===== src/hdl/uti_pkg.sv =====
package uti_pkg;

  // Decoder modes. Codes five to seven behave as idle.
  localparam logic [2:0] M_IDLE = 3'd0;
  localparam logic [2:0] M_BODY = 3'd1;
  localparam logic [2:0] M_ESC  = 3'd2;
  localparam logic [2:0] M_XHEX = 3'd3;
  localparam logic [2:0] M_UHEX = 3'd4;

  // Result status codes.
  localparam logic [2:0] ST_BUSY    = 3'd0;
  localparam logic [2:0] ST_CLOSED  = 3'd1;
  localparam logic [2:0] ST_NEWLINE = 3'd2;
  localparam logic [2:0] ST_ENDESC  = 3'd3;
  localparam logic [2:0] ST_BADX    = 3'd4;
  localparam logic [2:0] ST_BADU    = 3'd5;
  localparam logic [2:0] ST_UNTERM  = 3'd6;

  // Characters of interest.
  localparam logic [7:0] CH_QUOTE = 8'h22;
  localparam logic [7:0] CH_NL    = 8'h0A;
  localparam logic [7:0] CH_CR    = 8'h0D;
  localparam logic [7:0] CH_TAB   = 8'h09;
  localparam logic [7:0] CH_BSL   = 8'h5C;
  localparam logic [7:0] CH_N     = 8'h6E;
  localparam logic [7:0] CH_R     = 8'h72;
  localparam logic [7:0] CH_T     = 8'h74;
  localparam logic [7:0] CH_X     = 8'h78;
  localparam logic [7:0] CH_U     = 8'h75;

  // UTF-8 encoding constants.
  localparam logic [7:0]  UTF_LEAD2     = 8'hC0;
  localparam logic [7:0]  UTF_LEAD3     = 8'hE0;
  localparam logic [7:0]  UTF_CONT      = 8'h80;
  localparam logic [7:0]  UTF_MASK      = 8'h3F;
  localparam logic [15:0] UTF_TWO_LIMIT = 16'h0800;

  localparam int MAX_RESULTS = 3;
  localparam int CNT_W       = 2;

  typedef struct packed {
    logic [7:0] source_byte;
    logic       source_end;
  } in_item_t;

  typedef struct packed {
    logic [7:0] out_byte;
    logic       out_valid;
    logic [2:0] status;
    logic       last;
  } out_item_t;

  // All results caused by one input request, handed from decoder to emitter.
  typedef struct packed {
    logic [CNT_W-1:0]            cnt;
    logic [MAX_RESULTS-1:0][7:0] bytes;
    logic [2:0]                  status;
  } bundle_t;

  // Returns {1'b0, value} for a hex digit, or 5'h10 for anything else.
  function automatic logic [4:0] hex_value(input logic [7:0] c);
    logic [7:0] d_lo;
    logic [7:0] d_up;
    d_lo = c - 8'h57;
    d_up = c - 8'h37;
    if (c inside {[8'h30:8'h39]}) begin
      return {1'b0, c[3:0]};
    end else if (c inside {[8'h61:8'h66]}) begin
      return {1'b0, d_lo[3:0]};
    end else if (c inside {[8'h41:8'h46]}) begin
      return {1'b0, d_up[3:0]};
    end else begin
      return 5'h10;
    end
  endfunction

endpackage


===== src/hdl/uti_if.sv =====
interface uti_in_if;
  import uti_pkg::*;
  logic     valid;
  logic     ready;
  in_item_t data;
  modport source (output valid, output data, input ready);
  modport sink   (input valid, input data, output ready);
endinterface

interface uti_out_if;
  import uti_pkg::*;
  logic      valid;
  logic      ready;
  out_item_t data;
  modport source (output valid, output data, input ready);
  modport sink   (input valid, input data, output ready);
endinterface


===== src/hdl/uti_decode.sv =====
module uti_decode (
  input  logic              clk,
  input  logic              rst_n,
  input  logic              accept,
  input  uti_pkg::in_item_t item,
  output uti_pkg::bundle_t  bnd
);
  import uti_pkg::*;

  logic [2:0]  mode_r, mode_nxt;
  logic [15:0] acc_r, acc_nxt;
  logic [1:0]  digits_r, digits_nxt;
  logic [4:0]  hv;
  logic [15:0] shifted;

  assign hv      = hex_value(item.source_byte);
  assign shifted = {acc_r[11:0], hv[3:0]};

  always_comb begin
    mode_nxt   = mode_r;
    acc_nxt    = acc_r;
    digits_nxt = digits_r;
    bnd        = '0;
    bnd.status = ST_BUSY;
    case (mode_r)
      M_BODY: begin
        if (item.source_end || item.source_byte == CH_QUOTE ||
            item.source_byte == CH_NL) begin
          mode_nxt   = M_IDLE;
          acc_nxt    = '0;
          digits_nxt = '0;
          bnd.cnt    = 2'd1;
          if (item.source_end) begin
            bnd.status = ST_UNTERM;
          end else if (item.source_byte == CH_QUOTE) begin
            bnd.status = ST_CLOSED;
          end else begin
            bnd.status = ST_NEWLINE;
          end
        end else if (item.source_byte == CH_BSL) begin
          mode_nxt = M_ESC;
        end else begin
          bnd.cnt      = 2'd1;
          bnd.bytes[0] = item.source_byte;
        end
      end
      M_ESC: begin
        if (item.source_end) begin
          mode_nxt   = M_IDLE;
          acc_nxt    = '0;
          digits_nxt = '0;
          bnd.cnt    = 2'd1;
          bnd.status = ST_ENDESC;
        end else begin
          mode_nxt = M_BODY;
          case (item.source_byte)
            CH_N: begin
              bnd.cnt      = 2'd1;
              bnd.bytes[0] = CH_NL;
            end
            CH_R: begin
              bnd.cnt      = 2'd1;
              bnd.bytes[0] = CH_CR;
            end
            CH_T: begin
              bnd.cnt      = 2'd1;
              bnd.bytes[0] = CH_TAB;
            end
            CH_X: begin
              mode_nxt   = M_XHEX;
              acc_nxt    = '0;
              digits_nxt = '0;
            end
            CH_U: begin
              mode_nxt   = M_UHEX;
              acc_nxt    = '0;
              digits_nxt = '0;
            end
            default: begin
              bnd.cnt      = 2'd1;
              bnd.bytes[0] = item.source_byte;
            end
          endcase
        end
      end
      M_XHEX, M_UHEX: begin
        if (item.source_end || hv[4]) begin
          mode_nxt   = M_IDLE;
          acc_nxt    = '0;
          digits_nxt = '0;
          bnd.cnt    = 2'd1;
          bnd.status = (mode_r == M_XHEX) ? ST_BADX : ST_BADU;
        end else begin
          acc_nxt = shifted;
          if (mode_r == M_XHEX && digits_r != 2'd0) begin
            mode_nxt     = M_BODY;
            digits_nxt   = '0;
            bnd.cnt      = 2'd1;
            bnd.bytes[0] = shifted[7:0];
          end else if (mode_r == M_UHEX && digits_r == 2'd3) begin
            mode_nxt   = M_BODY;
            digits_nxt = '0;
            if (shifted[15:7] == 9'd0) begin
              bnd.cnt      = 2'd1;
              bnd.bytes[0] = shifted[7:0];
            end else if (shifted < UTF_TWO_LIMIT) begin
              bnd.cnt      = 2'd2;
              bnd.bytes[0] = UTF_LEAD2 | {3'd0, shifted[10:6]};
              bnd.bytes[1] = UTF_CONT | ({2'd0, shifted[5:0]} & UTF_MASK);
            end else begin
              bnd.cnt      = 2'd3;
              bnd.bytes[0] = UTF_LEAD3 | {4'd0, shifted[15:12]};
              bnd.bytes[1] = UTF_CONT | ({2'd0, shifted[11:6]} & UTF_MASK);
              bnd.bytes[2] = UTF_CONT | ({2'd0, shifted[5:0]} & UTF_MASK);
            end
          end else begin
            digits_nxt = digits_r + 2'd1;
          end
        end
      end
      default: begin
        if (!item.source_end) begin
          mode_nxt   = M_BODY;
          acc_nxt    = '0;
          digits_nxt = '0;
        end else begin
          mode_nxt = M_IDLE;
        end
      end
    endcase
  end

  always_ff @(posedge clk) begin
    if (!rst_n) begin
      mode_r   <= M_IDLE;
      acc_r    <= '0;
      digits_r <= '0;
    end else if (accept) begin
      mode_r   <= mode_nxt;
      acc_r    <= acc_nxt;
      digits_r <= digits_nxt;
    end
  end

`ifndef SYNTHESIS
  a_end_to_idle: assert property (@(posedge clk) disable iff (!rst_n)
    accept && item.source_end |=> mode_r == M_IDLE)
    else $error("source end did not return the decoder to idle");

  a_err_single: assert property (@(posedge clk) disable iff (!rst_n)
    bnd.status != ST_BUSY |-> bnd.cnt == 2'd1)
    else $error("error or close status with other than one result");

  a_xhex_digits: assert property (@(posedge clk) disable iff (!rst_n)
    mode_r == M_XHEX |-> digits_r <= 2'd1)
    else $error("too many digits counted in a hex byte escape");
`endif

endmodule


===== src/hdl/uti_emit.sv =====
module uti_emit (
  input  logic               clk,
  input  logic               rst_n,
  input  logic               load,
  input  uti_pkg::bundle_t   bnd,
  output logic               can_load,
  output logic               res_valid,
  input  logic               res_ready,
  output uti_pkg::out_item_t res
);
  import uti_pkg::*;

  logic [CNT_W-1:0]            rem_r, rem_nxt;
  logic [MAX_RESULTS-1:0][7:0] byte_r, byte_nxt;
  logic [2:0]                  status_r, status_nxt;
  logic                        pop;

  assign res_valid = rem_r != '0;
  assign pop       = res_valid && res_ready;
  // The register frees up when empty or when its final result leaves now.
  assign can_load  = (rem_r == '0) || (rem_r == CNT_W'(1) && res_ready);

  assign res.out_byte  = byte_r[0];
  assign res.out_valid = status_r == ST_BUSY;
  assign res.status    = status_r;
  assign res.last      = rem_r == CNT_W'(1);

  always_comb begin
    rem_nxt    = rem_r;
    byte_nxt   = byte_r;
    status_nxt = status_r;
    if (load) begin
      rem_nxt    = bnd.cnt;
      byte_nxt   = bnd.bytes;
      status_nxt = bnd.status;
    end else if (pop) begin
      rem_nxt  = rem_r - CNT_W'(1);
      byte_nxt = byte_r >> 8;
    end
  end

  always_ff @(posedge clk) begin
    if (!rst_n) begin
      rem_r <= '0;
    end else begin
      rem_r <= rem_nxt;
    end
  end

  always_ff @(posedge clk) begin
    byte_r   <= byte_nxt;
    status_r <= status_nxt;
  end

`ifndef SYNTHESIS
  a_no_load_busy: assert property (@(posedge clk) disable iff (!rst_n)
    rem_r > CNT_W'(1) |-> !can_load)
    else $error("new request admitted while several results remain");

  a_drain_step: assert property (@(posedge clk) disable iff (!rst_n)
    pop && !load |=> rem_r == $past(rem_r) - CNT_W'(1))
    else $error("result count did not step down after a pop");

  a_err_alone: assert property (@(posedge clk) disable iff (!rst_n)
    res_valid && status_r != ST_BUSY |-> rem_r == CNT_W'(1))
    else $error("error or close result not alone");
`endif

endmodule


===== src/hdl/string_literal_unescaper_top.sv =====
// Output is registered: a result appears in the cycle after its request is accepted.
// Throughput: one input request per cycle while the output is ready; a request that
// yields two or three UTF-8 bytes holds the input while the output register drains.
// Reset: synchronous, active low; the decoder returns to idle and the output
// register is emptied.
module string_literal_unescaper_top (
  input logic       clk,
  input logic       rst_n,
  uti_in_if.sink    in_chan,
  uti_out_if.source out_chan
);
  import uti_pkg::*;

  // A request is accepted whenever the output register can take all of its
  // results, which includes the cycle in which its final pending result leaves.
  logic    accept;
  logic    can_load;
  bundle_t bnd;

  assign in_chan.ready = can_load;
  assign accept        = in_chan.valid && can_load;

  // The decoder holds the literal's mode, the hex accumulator and the digit
  // count, and produces every result of the current request combinationally, together.
  uti_decode u_decode (
    .clk    (clk),
    .rst_n  (rst_n),
    .accept (accept),
    .item   (in_chan.data),
    .bnd    (bnd)
  );

  // The emitter registers the results and hands them out one per transfer on
  // the output channel, marking the final one of each input request.
  uti_emit u_emit (
    .clk       (clk),
    .rst_n     (rst_n),
    .load      (accept),
    .bnd       (bnd),
    .can_load  (can_load),
    .res_valid (out_chan.valid),
    .res_ready (out_chan.ready),
    .res       (out_chan.data)
  );

endmodule

===== src/flat_wrapper.sv =====
// flat-port wrapper written by rule: the top's interface ports become plain ports
module string_literal_unescaper_top_flat import uti_pkg::*;
  (clk, rst_n, in_chan_valid, in_chan_data, in_chan_ready, out_chan_valid, out_chan_data, out_chan_ready);
  uti_in_if in_chan_i ();
  uti_out_if out_chan_i ();
  input logic clk;
  input logic rst_n;
  input wire logic [$bits(in_chan_i.valid)-1:0] in_chan_valid;
  input wire logic [$bits(in_chan_i.data)-1:0] in_chan_data;
  output wire logic [$bits(in_chan_i.ready)-1:0] in_chan_ready;
  output wire logic [$bits(out_chan_i.valid)-1:0] out_chan_valid;
  output wire logic [$bits(out_chan_i.data)-1:0] out_chan_data;
  input wire logic [$bits(out_chan_i.ready)-1:0] out_chan_ready;
  assign in_chan_i.valid = in_chan_valid;
  assign in_chan_i.data = in_chan_data;
  assign in_chan_ready = in_chan_i.ready;
  assign out_chan_valid = out_chan_i.valid;
  assign out_chan_data = out_chan_i.data;
  assign out_chan_i.ready = out_chan_ready;
  string_literal_unescaper_top u_core (.clk(clk), .rst_n(rst_n), .in_chan(in_chan_i), .out_chan(out_chan_i));
endmodule

===== config.mk =====
export PLATFORM = sky130hd
export DESIGN_NAME = string_literal_unescaper_top_flat
export DESIGN_NICKNAME = d
export VERILOG_FILES = /design/src/hdl/uti_pkg.sv /design/src/hdl/uti_if.sv /design/src/hdl/uti_decode.sv /design/src/hdl/uti_emit.sv /design/src/hdl/string_literal_unescaper_top.sv /design/src/flat_wrapper.sv
export SDC_FILE = /design/constraint.sdc
export NUM_CORES = 1
export LEC_CHECK = 0
export ABC_CLOCK_PERIOD_IN_PS = 7100
export CORE_ASPECT_RATIO = 1.75
export CORE_MARGIN = 2
export CORE_UTILIZATION = 50
export CTS_BUF_LIST = sky130_fd_sc_hd__clkbuf_8
export CTS_CLUSTER_DIAMETER = 150
export CTS_CLUSTER_SIZE = 20
export DETAILED_ROUTE_END_ITERATION = 8
export DONT_BUFFER_PORTS = 1
export PLACE_DENSITY = 0.68
export SYNTH_ARGS = -nofsm -noshare
export SYNTH_HDL_FRONTEND = slang
export SYNTH_SLANG_ARGS = --single-unit

===== constraint.sdc =====
create_clock -name clk -period 7.1 [get_ports clk]
set_input_delay 1.42 -clock clk [delete_from_list [all_inputs] [get_ports clk]]
set_output_delay 1.42 -clock clk [all_outputs]
set_load 0.03 [all_outputs]

==> results.md <==
* Outcome: completed
* Mapped Area at 3020 sq um
* R2R cell count at 8
* Drt first-iter violations at 254
* Min-Delay Path Depth at 2
* Dpl hpwl at 6.01 mm
* Post-Synth Adder-Cell Area at 3.32%
* Ratio of cells with drive above 1 in the final layout at 8.86%
* Switching Share at 36.9%
* Setup Viol. Count Final at 0
* Part of the power in registers at 50.8%
* Final Cycle Share at 49.9%
* Worst path slowest cell: or4_1
* Mapped Nets at 355
* Skew final at 0.00830 ns
* Syn avg cell area at 9.04 sq um
* Die H at 107 um
* First-pass GRT wire length at 12.6 mm
* Routed len/inst at 20.3 um
* Synth Warn # at 0
* Register area share after synthesis at 37.5%
* Final Wtd Congestion at 0.932
* GR Layer Usage met1 at 25.0%
* CTS sink cnt at 44
* Mux cell area share after synthesis at 2.07%
* P_int at 0.504 mW
* Max-slew headroom at 40.7%
* Core ar. at 5880 sq um
* Vias in the first global route at 2451
* RSZ-0062 raised after global routing: no
* Async SR Flop Fraction at 0%
* GR peak layer: met2
* TNS Setup at 0 ns
* Least-Margin Pin Slew at 0.883 ns
* GRT Total Usage at 24.4%
* Power per Cell Area at 259 nW/um^2
* CP most frequent cell: a21oi_1
* Die X at 62.7 um
* Clock share of power at 24.0%
* EDFF count, synth at 25
* CP Max Fanout at 26
* DP Area at 2980 sq um
* Number of routed nets with antenna violations at 0
* ANT cells at 0
* Fin. Hold Viols at 0
* Site row count at 37
* Slew Limit Fails at 0
* Total congestion overflow at 0
* Initial antenna violation count at 0
* Xor/xnor cell area share of the yosys netlist at 0.580%
* CTS H-tree lvls at 2
* Die area at 6700 sq um
* Fmax at 282 MHz
* Post-synthesis simple-gate area fraction at 23.1%
* M2 GR Usage at 43.5%
* Comb pwr share at 25.2%
* P_leak at 0.975 nW
* Root Driver: clkbuf_8
* Slowest Stage Delay on Critical Path at 0.52 ns
* Vias per inst at 6.70
* IO Count at 28
* Leading register cell type out of synthesis: edfxtp_1
* Clk slew on worst S/H paths at 0.08 ns
* Final worst setup slack at 3.56 ns
* Cells after synthesis at 334
* Hold_buf cts at 0
* Via count at 2638
* Area Growth Syn to Fin at 2.40%
* Cell area after layout at 3090 sq um
* Min-Delay Path Class: flip-flop to flip-flop
* Peak VDD IR at 0.000128 V
* Met3 GRT Util at 3.67%
* Main combinational cell family by area after synthesis: compound AO/OA/AOI/OAI gates
* Quantity of gates resized following cts at 0
* Final Core Density at 52.6%
* Pin count of the biggest net entering global routing at 28
* CP Capture Type: flip-flop
* First drt pass iteration count at 5
* Crit-path cells: a21oi_1, inv_1, nand2_1, clkinv_1, o2111ai_4, or4_1, a21oi_1
* Compound-Gate Fraction of Synth Area at 25.7%
* Synth unique cells at 66
* Hold Worst Slack at 0.471 ns
* Starting Density at 51.3%
* Switching power at 0.295 mW
* Yosys reg bits at 44
* Crit path DAT at 3.77 ns
* Setup WS pre-CTS at 3.27 ns
* Max cap viols at 0
* Final Net Count at 336
* Worst EP required at 7.33 ns
* IO buf count at 0
* CTS tree: done
* Worst setup SP type: input pin
* Drt total wl at 8.01 mm
* Post-CTS Setup Bufs at 0
* Drt drc at 0
* Clock Latency Late Sink at 0.30 ns
* Num CTS Buffers at 5
* Post-layout min period at 3.54 ns
* Crit Path Class: input pin to flip-flop
* Max Buffers Root-to-Sink at 2
==> cell families (layout without fill, tap and decap cells) <==
family	Yosys count	after routing
AO/OA/AOI/OAI	106	106
adder cells (fa/ha/maj)	8	8
buffers and inverters	48	30
XOR/XNOR	2	2
AND/OR/NAND/NOR	120	120
flip-flops	44	44
multiplexers	6	6
==> synthesized netlist by cell type (4+ instances only) <==
| library cell | n | area share, % |
|---|---|---|
| o31ai_1 | 13 | 3.2 |
| a31oi_1 | 4 | 0.83 |
| nand2_1 | 23 | 2.9 |
| buf_2 | 9 | 1.5 |
| nor3b_1 | 4 | 1.0 |
| a32oi_1 | 4 | 1.2 |
| nand2b_1 | 4 | 0.83 |
| nand3_1 | 25 | 4.1 |
| nor4_1 | 7 | 1.5 |
| o211ai_1 | 9 | 2.2 |
| clkbuf_1 | 7 | 0.87 |
| nor2_1 | 13 | 1.6 |
| buf_4 | 9 | 2.2 |
| nor2b_1 | 4 | 0.83 |
| nand3b_1 | 4 | 1.0 |
| inv_1 | 19 | 2.4 |
| ha_1 | 8 | 3.3 |
| o21ai_0 | 23 | 3.8 |
| a21oi_1 | 22 | 3.6 |
| mux2i_1 | 4 | 1.3 |
| dfxtp_1 | 19 | 13 |
| nor3_1 | 8 | 1.3 |
| edfxtp_1 | 25 | 25 |
==> layout make-up <==
type,count,area (sq um)
clock inverters,3,42.5
fillers,551,2790
flip-flops and latches,44,1130
inverters,20,75.1
clock buffers,5,68.8
well taps,78,97.6
repair buffers,2,15.0
multi-input cells,242,1660
==> sequential cells by signal, indices dropped and copies added (netlist names) <==
| register | flops |
|---|---|
| u_core.u_decode.acc_r | 12 |
| u_core.u_decode.digits_r | 2 |
| u_core.u_decode.mode_r | 3 |
| u_core.u_emit.byte_r | 14 |
| u_core.u_emit.rem_r | 2 |
| u_core.u_emit.res | 8 |
| u_core.u_emit.status_r | 3 |
==> worst paths after layout <==
path / start / end / slack, ns
worst min register to register: u_core.u_decode.acc_r[0]$_SDFFE_PN0P_ / u_core.u_decode.acc_r[0]$_SDFFE_PN0P_ / 0.47
worst max register to register: u_core.u_emit.rem_r[0]$_SDFFE_PN0P_ / u_core.u_decode.digits_r[0]$_SDFFE_PN0P_ / 3.81
worst min-delay path: u_core.u_decode.acc_r[0]$_SDFFE_PN0P_ / u_core.u_decode.acc_r[0]$_SDFFE_PN0P_ / 0.47
worst max-delay path: out_chan_ready / u_core.u_decode.digits_r[0]$_SDFFE_PN0P_ / 3.56
==> through the flow <==
step / total power [mW] / instances
floorplan: 0.591 / 334
global placement: 0.609 / 386
detailed placement: 0.611 / 386
CTS: 0.800 / 394
global route: 0.833 / 394
finish: 0.800 / 394
==> routing by layer <==
| layer | part of all wire [%] | up-vias | routed length [um] |
|---|---|---|---|
| met5 | 0 | - | 0 |
| met4 | 7.1 | 0 | 570 |
| met3 | 5.6 | 34 | 447 |
| met2 | 52 | 139 | 4140 |
| met1 | 36 | 1228 | 2850 |
| li1 | - | 1237 | - |
==> worst max-delay path: cells and delay by family <==
kind | cells | cell delay, ns
and+or+nand+nor | 2 | 1.00
buffers and inverters | 2 | 0.72
AOI/OAI and AO/OA | 3 | 0.62
==> power by group through the flow <==
stage	logic, mW	clock network (mW)	registers, mW
final	0.201	0.192	0.406
after global routing	0.220	0.202	0.411
after CTS	0.200	0.194	0.406
after detailed placement	0.199	0	0.412
after global placement	0.198	0	0.411
after floorplan	0.227	0	0.363
==> cell usage in the layout, fill, tap and decap left out, types with 3 or more instances in the layout <==
master      n
o211ai_1    9
nand2b_1    4
a32oi_1     4
nand3b_1    4
inv_1      19
nor2_1     13
ha_1        8
nor3_1      8
clkbuf_8    5
and2_1      3
nand2_1    23
nor2b_1     4
o21ai_0    23
nand3_1    25
nor4_1      7
edfxtp_1   25
a21oi_1    22
nor3b_1     4
o2bb2ai_1   3
or4_1       3
a31oi_1     4
o31ai_1    13
mux2i_1     4
dfxtp_1    19
Power figures use the tool's default switching activity.
